### src/rtl/bbc_pkg.sv
package bbc_pkg;

    localparam int LINE_BITS   = 20;
    localparam int COLUMN_BITS = 16;

    localparam logic [7:0] CH_NEWLINE = 8'h0A;
    localparam logic [7:0] CH_LPAREN  = 8'h28;
    localparam logic [7:0] CH_RPAREN  = 8'h29;
    localparam logic [7:0] CH_LSQUARE = 8'h5B;
    localparam logic [7:0] CH_RSQUARE = 8'h5D;
    localparam logic [7:0] CH_LCURLY  = 8'h7B;
    localparam logic [7:0] CH_RCURLY  = 8'h7D;

    localparam logic [1:0] BR_PAREN  = 2'd0;
    localparam logic [1:0] BR_SQUARE = 2'd1;
    localparam logic [1:0] BR_CURLY  = 2'd2;

    typedef enum logic [2:0] {
        ST_OK          = 3'd0,
        ST_MATCHED     = 3'd1,
        ST_CLOSE_EMPTY = 3'd2,
        ST_MISMATCH    = 3'd3,
        ST_UNCLOSED    = 3'd4,
        ST_OVERFLOW    = 3'd5
    } t_status;

    typedef enum logic [2:0] {
        K_OTHER,
        K_NEWLINE,
        K_OPEN,
        K_CLOSE,
        K_EOT
    } t_kind;

    typedef struct packed {
        logic [7:0] text_byte;
        logic       end_of_text;
    } t_in_item;

    typedef struct packed {
        logic [2:0]             status;
        logic [7:0]             offending_char;
        logic [LINE_BITS-1:0]   line_no;
        logic [COLUMN_BITS-1:0] column_no;
    } t_out_item;

    typedef struct packed {
        t_kind      kind;
        logic [1:0] code;
        logic [7:0] ch;
    } t_cmd;

    function automatic t_cmd classify(t_in_item item);
        t_cmd cmd;
        cmd.kind = K_OTHER;
        cmd.code = BR_PAREN;
        cmd.ch   = item.text_byte;
        if (item.end_of_text) begin
            cmd.kind = K_EOT;
        end else begin
            case (item.text_byte)
                CH_NEWLINE: cmd.kind = K_NEWLINE;
                CH_LPAREN: begin
                    cmd.kind = K_OPEN;
                    cmd.code = BR_PAREN;
                end
                CH_LSQUARE: begin
                    cmd.kind = K_OPEN;
                    cmd.code = BR_SQUARE;
                end
                CH_LCURLY: begin
                    cmd.kind = K_OPEN;
                    cmd.code = BR_CURLY;
                end
                CH_RPAREN: begin
                    cmd.kind = K_CLOSE;
                    cmd.code = BR_PAREN;
                end
                CH_RSQUARE: begin
                    cmd.kind = K_CLOSE;
                    cmd.code = BR_SQUARE;
                end
                CH_RCURLY: begin
                    cmd.kind = K_CLOSE;
                    cmd.code = BR_CURLY;
                end
                default: cmd.kind = K_OTHER;
            endcase
        end
        return cmd;
    endfunction

    function automatic logic [7:0] opener_char(logic [1:0] code);
        logic [7:0] ch;
        case (code)
            BR_PAREN:  ch = CH_LPAREN;
            BR_SQUARE: ch = CH_LSQUARE;
            BR_CURLY:  ch = CH_LCURLY;
            default:   ch = 8'd0;
        endcase
        return ch;
    endfunction

endpackage

### src/rtl/bbc_back.sv
module bbc_back #(
    parameter int STACK_DEPTH = 64
) (
    input  logic               i_clk,
    input  logic               i_rst_n,
    input  logic               i_cmd_valid,
    input  bbc_pkg::t_cmd      i_cmd,
    output logic               o_cmd_take,
    input  logic               pop,
    output logic               empty,
    output bbc_pkg::t_out_item o_result
);

    localparam int AW = (STACK_DEPTH > 1) ? $clog2(STACK_DEPTH) : 1;
    localparam int DW = $clog2(STACK_DEPTH + 1);
    localparam int LB = bbc_pkg::LINE_BITS;
    localparam int CB = bbc_pkg::COLUMN_BITS;

    // The top of the stack lives in r_top and the entry below it in r_second;
    // the memory holds all entries below the top.
    logic [1:0]          r_mem [STACK_DEPTH];
    logic [1:0]          r_top;
    logic [1:0]          r_second;
    logic [DW-1:0]       r_depth;
    logic [LB-1:0]       r_line;
    logic [CB-1:0]       r_col;
    logic                r_nlp;
    bbc_pkg::t_status    r_err;
    logic [7:0]          r_err_char;
    logic [LB-1:0]       r_err_line;
    logic [CB-1:0]       r_err_col;

    logic [1:0]          n_top;
    logic [DW-1:0]       n_depth;
    logic [LB-1:0]       n_line;
    logic [CB-1:0]       n_col;
    logic                n_nlp;
    bbc_pkg::t_status    n_err;
    logic [7:0]          n_err_char;
    logic [LB-1:0]       n_err_line;
    logic [CB-1:0]       n_err_col;

    logic                w_take;
    logic                w_push;
    logic [DW-1:0]       w_depth_m1;
    logic [DW-1:0]       w_depth_m2;
    logic [LB-1:0]       w_line_inc;
    logic [CB-1:0]       w_col_start;
    logic                w_line_start;
    bbc_pkg::t_out_item  w_res;

    bbc_pkg::t_out_item  r_q [2];
    logic                r_wp;
    logic                r_rp;
    logic [1:0]          r_cnt;
    logic                w_rd;

    assign w_take     = i_cmd_valid && (r_cnt != 2'd2);
    assign o_cmd_take = w_take;
    assign w_rd       = pop && (r_cnt != 2'd0);
    assign empty      = (r_cnt == 2'd0);
    assign o_result   = r_q[r_rp];

    assign w_depth_m1 = r_depth - DW'(1);
    assign w_depth_m2 = n_depth - DW'(2);
    assign w_line_inc = (r_line == {LB{1'b1}}) ? r_line : r_line + LB'(1);

    always_comb begin
        n_top        = r_top;
        n_depth      = r_depth;
        n_line       = r_line;
        n_col        = r_col;
        n_nlp        = r_nlp;
        n_err        = r_err;
        n_err_char   = r_err_char;
        n_err_line   = r_err_line;
        n_err_col    = r_err_col;
        w_push       = 1'b0;
        w_line_start = r_nlp;
        w_col_start  = r_nlp ? '0 : r_col;
        w_res        = {3'(r_err), r_err_char, r_err_line, r_err_col};
        if (w_take) begin
            if (i_cmd.kind == bbc_pkg::K_EOT) begin
                if (r_err != bbc_pkg::ST_OK) begin
                    w_res = {3'(r_err), r_err_char, r_err_line, r_err_col};
                end else if (r_depth != '0) begin
                    w_res = {3'(bbc_pkg::ST_UNCLOSED), bbc_pkg::opener_char(r_top),
                             r_line, r_col};
                end else begin
                    w_res = {3'(bbc_pkg::ST_MATCHED), 8'd0, r_line, r_col};
                end
                n_depth    = '0;
                n_line     = '0;
                n_col      = '0;
                n_nlp      = 1'b1;
                n_err      = bbc_pkg::ST_OK;
                n_err_char = 8'd0;
                n_err_line = '0;
                n_err_col  = '0;
            end else if (r_err == bbc_pkg::ST_OK) begin
                if (i_cmd.kind == bbc_pkg::K_NEWLINE) begin
                    if (w_line_start) begin
                        n_line = w_line_inc;
                        n_col  = '0;
                    end
                    n_nlp = 1'b1;
                    w_res = {3'(bbc_pkg::ST_OK), 8'd0, n_line, n_col};
                end else begin
                    if (w_line_start) begin
                        n_line = w_line_inc;
                    end
                    n_nlp = 1'b0;
                    n_col = (w_col_start == {CB{1'b1}}) ? w_col_start
                                                        : w_col_start + CB'(1);
                    if (i_cmd.kind == bbc_pkg::K_OPEN) begin
                        if (r_depth == DW'(STACK_DEPTH)) begin
                            n_err = bbc_pkg::ST_OVERFLOW;
                        end else begin
                            w_push  = 1'b1;
                            n_top   = i_cmd.code;
                            n_depth = r_depth + DW'(1);
                        end
                    end else if (i_cmd.kind == bbc_pkg::K_CLOSE) begin
                        if (r_depth == '0) begin
                            n_err = bbc_pkg::ST_CLOSE_EMPTY;
                        end else begin
                            n_top   = r_second;
                            n_depth = w_depth_m1;
                            if (r_top != i_cmd.code) begin
                                n_err = bbc_pkg::ST_MISMATCH;
                            end
                        end
                    end
                    if (n_err != bbc_pkg::ST_OK) begin
                        n_err_char = i_cmd.ch;
                        n_err_line = n_line;
                        n_err_col  = n_col;
                        w_res      = {3'(n_err), i_cmd.ch, n_line, n_col};
                    end else begin
                        w_res = {3'(bbc_pkg::ST_OK), 8'd0, n_line, n_col};
                    end
                end
            end
        end
    end

    always_ff @(posedge i_clk) begin
        if (w_push && (r_depth != '0)) begin
            r_mem[w_depth_m1[AW-1:0]] <= r_top;
        end
        if (w_push) begin
            r_second <= r_top;
        end else begin
            r_second <= r_mem[w_depth_m2[AW-1:0]];
        end
        r_top <= n_top;
    end

    always_ff @(posedge i_clk) begin
        if (!i_rst_n) begin
            r_depth    <= '0;
            r_line     <= '0;
            r_col      <= '0;
            r_nlp      <= 1'b1;
            r_err      <= bbc_pkg::ST_OK;
            r_err_char <= 8'd0;
            r_err_line <= '0;
            r_err_col  <= '0;
        end else begin
            r_depth    <= n_depth;
            r_line     <= n_line;
            r_col      <= n_col;
            r_nlp      <= n_nlp;
            r_err      <= n_err;
            r_err_char <= n_err_char;
            r_err_line <= n_err_line;
            r_err_col  <= n_err_col;
        end
    end

    always_ff @(posedge i_clk) begin
        if (w_take) begin
            r_q[r_wp] <= w_res;
        end
    end

    always_ff @(posedge i_clk) begin
        if (!i_rst_n) begin
            r_wp  <= 1'b0;
            r_rp  <= 1'b0;
            r_cnt <= 2'd0;
        end else begin
            if (w_take) begin
                r_wp <= !r_wp;
            end
            if (w_rd) begin
                r_rp <= !r_rp;
            end
            case ({w_take, w_rd})
                2'b10:   r_cnt <= r_cnt + 2'd1;
                2'b01:   r_cnt <= r_cnt - 2'd1;
                default: r_cnt <= r_cnt;
            endcase
        end
    end

endmodule

### config.mk
export PLATFORM = sky130hd
export DESIGN_NAME = bbc_back
export DESIGN_NICKNAME = d
export VERILOG_FILES = /design/src/rtl/bbc_pkg.sv /design/src/rtl/bbc_back.sv
export SDC_FILE = /design/constraint.sdc
export NUM_CORES = 1
export LEC_CHECK = 0
export BUFFER_PORTS_ARGS = -buffer_cell sky130_fd_sc_hd__buf_2
export CORE_MARGIN = 2
export CORE_UTILIZATION = 35
export DETAILED_ROUTE_END_ITERATION = 8
export PLACE_DENSITY_LB_ADDON = 0.25
export SKIP_CTS_REPAIR_TIMING = 1
export SYNTH_ARGS = -nofsm -noshare
export SYNTH_HDL_FRONTEND = slang
export SYNTH_SLANG_ARGS = --single-unit
export TNS_END_PERCENT = 20
### constraint.sdc
create_clock -name i_clk -period 11.9 [get_ports i_clk]
set_input_delay 1.785 -clock i_clk [delete_from_list [all_inputs] [get_ports i_clk]]
set_output_delay 1.785 -clock i_clk [all_outputs]
set_load 0.01 [all_outputs]
### Word level (Yosys, flattened, before mapping)

Memory sizes are Yosys's and may differ from the RTL's. A register that Yosys moved wholly into a read port is not among the register bits.
Cells that the tools add are included.

* add/sub/neg operators: 7
* equality and inequality tests: 16
* multiplexer cells: 70
* bitwise gates (word level): 2
* reductions and logical operators: 21

Operator list (count)
* $mux W47: 7
* $mux W20: 8
* $mux W16: 9
* $mux W7: 8
* $mux W3: 12
* $mux W8: 4
* $pmux W7 S3: 1
* $add A20 B1 Y20 const B: 1
* $eq A20 B20 Y1 const B: 1
* $add A16 B1 Y16 const B: 1
* $eq A16 B16 Y1 const B: 1
* $mux W1: 15
* $mux W2: 5
* $reduce_bool A2 Y1: 5
* $ne A2 B2 Y1 const B: 4
* $add A7 B1 Y7 const B: 1
* $eq A7 B7 Y1 const B: 1
* $logic_not A7 Y1: 1
* $reduce_and A7 Y1: 1
* $reduce_bool A7 Y1: 1
* $sub A7 B1 Y7 const B: 1
* $eq A3 B2 Y1 const B: 2
* $reduce_bool A3 Y1: 2
* $sub A6 B2 Y6 const B: 1
* 16 further kinds: 23

* bits in registers: 99
* memory bits (writable): 222
* bits of input ports: 17
* output and inout bits: 49
* logic and storage cells: 131
* memories: 2

Memories
* r_mem: depth 64, width 2, rd ports 1, clocked after Yosys merged registers in 0, write ports 1, line bbc_back.sv:21 `logic [1:0] r_mem [STACK_DEPTH];`
* r_q: depth 2, width 47, rd ports 1, clocked after Yosys merged registers in 1, write ports 1, line bbc_back.sv:52 `bbc_pkg::t_out_item r_q [2];`

### Longest topological paths before layout

* word-level depth: 15
* depth in mapped cells: 19
* gate-level depth less buffers: 16

### Least setup slack after synthesis

Ideal clock, no wire load.

* kind: input -> register
* start point: input port i_cmd_valid
* end point: memory r_q[0][0] (netlist bit) (enable)
* library setup time: 452 ps
* arrival: 4006 ps
* data required time: 11448 ps
* path slack: 7442 ps
* stages: 3
* path buffers: 1
* cells stage by stage: nand2_1 -> clkbuf_1 -> nor2_1

* word-level cells in the longest chain between the ends: 3

RTL lines
* start: declaration: line bbc_back.sv:6 `input logic i_cmd_valid,`
* $logic_and A1 B1 Y1: line bbc_back.sv:58 `assign w_take = i_cmd_valid && (r_cnt != 2'd2);`
* $mux W1: line bbc_back.sv:182 `if (w_take) begin`
* $mux W1 (implied by the code): line bbc_back.sv:183 `r_q[r_wp] <= w_res;`
* end: declaration: line bbc_back.sv:52

No other way between the ends.

### Worst setup path in the final report

* start point: input port i_cmd_valid
* end point: register r_second[0]

* word-level cells in the longest chain between the ends: 5

RTL lines
* $logic_and A1 B1 Y1 *: line bbc_back.sv:58
* $mux W7: line bbc_back.sv:82 `if (w_take) begin`
* $sub A6 B2 Y6: line bbc_back.sv:65 `assign w_depth_m2 = n_depth - DW'(2);`
* $mem_v2 Z64 W2
* $mux W2 *: line bbc_back.sv:151 `if (w_push) begin`
* end signal: assignment: line bbc_back.sv:152 `r_second <= r_top;`
* end signal: assignment: line bbc_back.sv:154 `r_second <= r_mem[w_depth_m2[AW-1:0]];`
* end: declaration: line bbc_back.sv:23 `logic [1:0] r_second;`

Mark *: on every way between the ends. The rest lies on a longest branch, timed or not.
A chain may end at the register's enable or synchronous reset.

==> results by group <==
Clock tree
  • CTS tree: built
  • Clk sink count: 322
  • Worst-path clk slew: ~0.060 ns
  • Clock buffer depth: 3
  • H-tree levels: 2
  • Worst-Skew Late Latency: 0.55 ns
  • Total CTS buffers: 38
  • Root buffer cell: clkbuf_16

Drt
  • WL/cell: 18.2 um
  • Via count: 11378
  • Drc violations: 0
  • DR top layer: met5
  • Via/cell ratio: approximately 5.3
  • Detailed-route wire length: around 39 mm
  • Metal-1 WL: 17.6 mm
  • Drt pass-1 iters: 5
  • Post-route ant nets: 0
  • DR WL met3: 2.31 mm
  • WL met2: approximately 18 mm
  • 1st-iter DRT viols: 821

Die
  • Core Region: roughly 0.043 mm2
  • Starting Density: 0.354
  • Die area: 0.0453 mm2
  • Die width: 213 um
  • Num ports: 66
  • Row Count: between 70 and 80
  • Die height: 213 um

Setup path
  • Worst path bufs/invs: 4
  • CP Depth: 14
  • Kind of cell adding the most delay to the critical path: buffers and inverters
  • Worst reg2reg endpoint: r_second[0]
  • Cells along the critical path: buf_2, nand2_1, clkinv_1, o21ai_0, o221a_2, buf_4, inv_1, ha_1, xnor2_1, nor2_1, o211ai_1, nand4_1, nand4_1, a21oi_1
  • CP Capture Point: r_second[0]
  • CP max FO: 54
  • Worst setup SP type: primary input
  • Setup Crit Path Kind: in -> reg
  • Crit path from: i_cmd_valid
  • Reg2reg start: r_cnt[0]
  • Crit path arrival time: ~6.2 ns
  • Cell repeated most along the worst path: nand4_1
  • Slowest cell on the critical path: clkinv_1
  • R2R depth: 14
  • Reg-to-reg slack, setup: 6.88 ns
  • Worst setup EP type: flip-flop
  • CP required: 12.36 ns
  • Critical Path Max Stage Delay: 0.74 ns

Global routing
  • First-pass GRT wire length: 61.1 mm
  • Largest net degree at the start of global routing: 93
  • Grt ovf: 0
  • Overall routing resource usage: 0.173
  • Vias in the first global route: ~11000
  • Antenna violations before repair: 5

Finish
  • Area of the multi-input gates: 0.00606 mm2
  • Share of post-route cells with drive strength above 1: 0.135
  • Synth-to-Final Area Change: 12.9%
  • Fill cells: 4222
  • Storage cell area: 0.00869 mm2
  • Final core utilization: 0.400
  • Final #Nets: 1559

Timing
  • Final TNS setup: 0 ns
  • Tcrit/Tclk final: 0.483
  • Final Max Slew Viols: 0
  • Fmax: 174 MHz
  • Worst-Margin Slew: roughly 1.1 ns
  • Final setup fails: 0
  • Fin crit period: 5.75 ns
  • Final hold viol count: 0
  • RSZ-0062 raised after global routing: false
  • Relative slew slack: 0.278
  • Skew final: 0.0321 ns

Pwr
  • Switching portion of total power: 0.279
  • Psw: 832 uW
  • Logic gate share of total power: 0.176
  • Internal power: 2.14 mW
  • Max VDD drop: 0.0909 mV
  • Cell Pwr Density: roughly 170 mW/mm2
  • Clock Power Share: 0.384
  • Pleak: roughly 5.8 nW
  • Sequential share of power: 0.440

Hold path
  • WHS Path Cells: 2
  • Hold WC Path Type: reg -> reg

Outcome
  • Run status: complete, no violations

Logic synthesis
  • Mapped Cells: between 1500 and 2000
  • Post-synthesis async set-or-reset flop share: 0
  • Synth unique cells: 66
  • Cell Area, Synth: roughly 0.015 mm2
  • Synth Warn #: 0
  • Post-synth EDFFs: between 200 and 250
  • Sequential-to-total area share from yosys stat: 0.569
  • Most used DFF post-synth: edfxtp_1
  • Syn avg cell area: 10.1 um2
  • Mapped Nets: 1543
  • Yosys reg bits: 322

Flow run
  • Reported max-cap violation count: 0

Place
  • Port bufs: 65
  • Hpwl dp: 24.1 mm
  • Gpl congestion: between 0.8 and 0.9
-- registers in the layout (all words and copies together) (netlist names), named ones only --
name,flops
r_col,16
r_line,20
r_depth,7
r_mem,128
r_err_line,20
r_q,94
r_wp,1
r_second,2
r_err_col,16
r_rp,1
r_cnt,2
r_nlp,1
r_err,3
r_err_char,8
r_top,2
-- how the worst min path moves through the flow --
| stage | to | startpoint |
|---|---|---|
| floorplan | r_err_char[0] | r_err_char[0] |
| global placement | r_err_char[0] | r_err_char[0] |
| detailed placement | r_err_char[0] | r_err_char[0] |
| CTS | r_err_char[0] | r_err_char[0] |
| global route | r_err_line[17] | r_err_line[17] |
| finish | r_err_char[0] | r_err_char[0] |
-- routing by layer --
layer | track usage | vias up
li1 | - | 5465
met1 | 0.230 | 5519
met2 | 0.283 | 319
met3 | 0.0356 | 67
met4 | 0.0533 | 8
met5 | 0 | -
-- layout make-up --
| cell class | count | area share |
|---|---|---|
| clock inverters | 22 | 0.0119 |
| multi-input cells | 1074 | 0.352 |
| inverters | 14 | 0.00305 |
| repair buffers | 83 | 0.0267 |
| flip-flops and latches | 322 | 0.504 |
| well taps | 585 | 0.0425 |
| clock buffers | 48 | 0.0597 |
| diodes | 1 | 0.000145 |
-- cells in the final DEF, fill, tap and decap left out, drive strengths merged, types with 9 or more instances in the layout --
| master | netlist | final |
|---|---|---|
| xnor2 | 39 | 39 |
| or3 | 13 | 13 |
| nor4 | 11 | 11 |
| a22oi | 23 | 23 |
| and2 | 9 | 9 |
| nand2 | 226 | 226 |
| clkbuf | 65 | 48 |
| nor3 | 53 | 53 |
| buf | 42 | 83 |
| o21ai | 75 | 75 |
| ha | 9 | 9 |
| and3 | 11 | 11 |
| edfxtp | 224 | 224 |
| nand3 | 64 | 64 |
| a21oi | 129 | 129 |
| nor2b | 14 | 14 |
| dfxtp | 98 | 98 |
| mux2 | 50 | 50 |
| nor2 | 201 | 201 |
| clkinv | 1 | 15 |
| inv | 13 | 17 |
| a32oi | 14 | 14 |
| mux2i | 13 | 13 |
| nand4 | 23 | 23 |
| xor2 | 31 | 31 |
-- synthesized netlist by cell type (31+ instances only) --
cell	number	area [um2]
nand2_1	226	848
edfxtp_1	224	6730
nor2_1	201	754
a21oi_1	129	646
dfxtp_1	98	1960
o21ai_0	74	370
clkbuf_1	65	244
nand3_1	64	320
nor3_1	51	255
mux2_2	50	563
xnor2_1	39	342
xor2_1	31	272
-- stage by stage --
stage | worst slack [ns] | instances | power, mW | hold WS (ns) | instance area, um2
after floorplan | 7.44 | 1517 | 1.67 | 0.432 | 15300
after global placement | 5.89 | 2078 | 1.86 | 0.438 | 16000
after detailed placement | 5.70 | 2078 | 1.87 | 0.444 | 16000
after CTS | 6.26 | 2148 | 3.02 | 0.452 | 17200
after global routing | 5.88 | 2148 | 3.11 | 0.472 | 17200
final | 6.15 | 2149 | 2.98 | 0.456 | 17200
-- power by group through the flow --
stage | logic [mW] | registers, mW | clock network, mW
2_1_floorplan | 0.350 | 1.32 | 0
3_3_place_gp | 0.531 | 1.33 | 0
3_5_place_dp | 0.533 | 1.33 | 0
4_1_cts | 0.536 | 1.31 | 1.17
5_1_grt | 0.581 | 1.31 | 1.22
6_report | 0.524 | 1.31 | 1.14
-- worst min-delay path: stages, from the launching register on --
cell and delay [ns]:
dfxtp_1 0.31, nand2_1 0.05, a21oi_1 0.05
-- cells by family (layout without fill, tap and decap cells) --
group           after synthesis  in the layout  share of synthesized area
compound gates              284            284                      0.112
xor+xnor                     70             70                     0.0402
fa+ha+maj                     9              9                    0.00738
buf+inv                     121            167                     0.0358
flops                       322            322                      0.569
mux                          64             64                     0.0469
other cells                   0              1                          0
simple gates                647            647                      0.189
No activity file was read; power rests on OpenSTA's default activity.
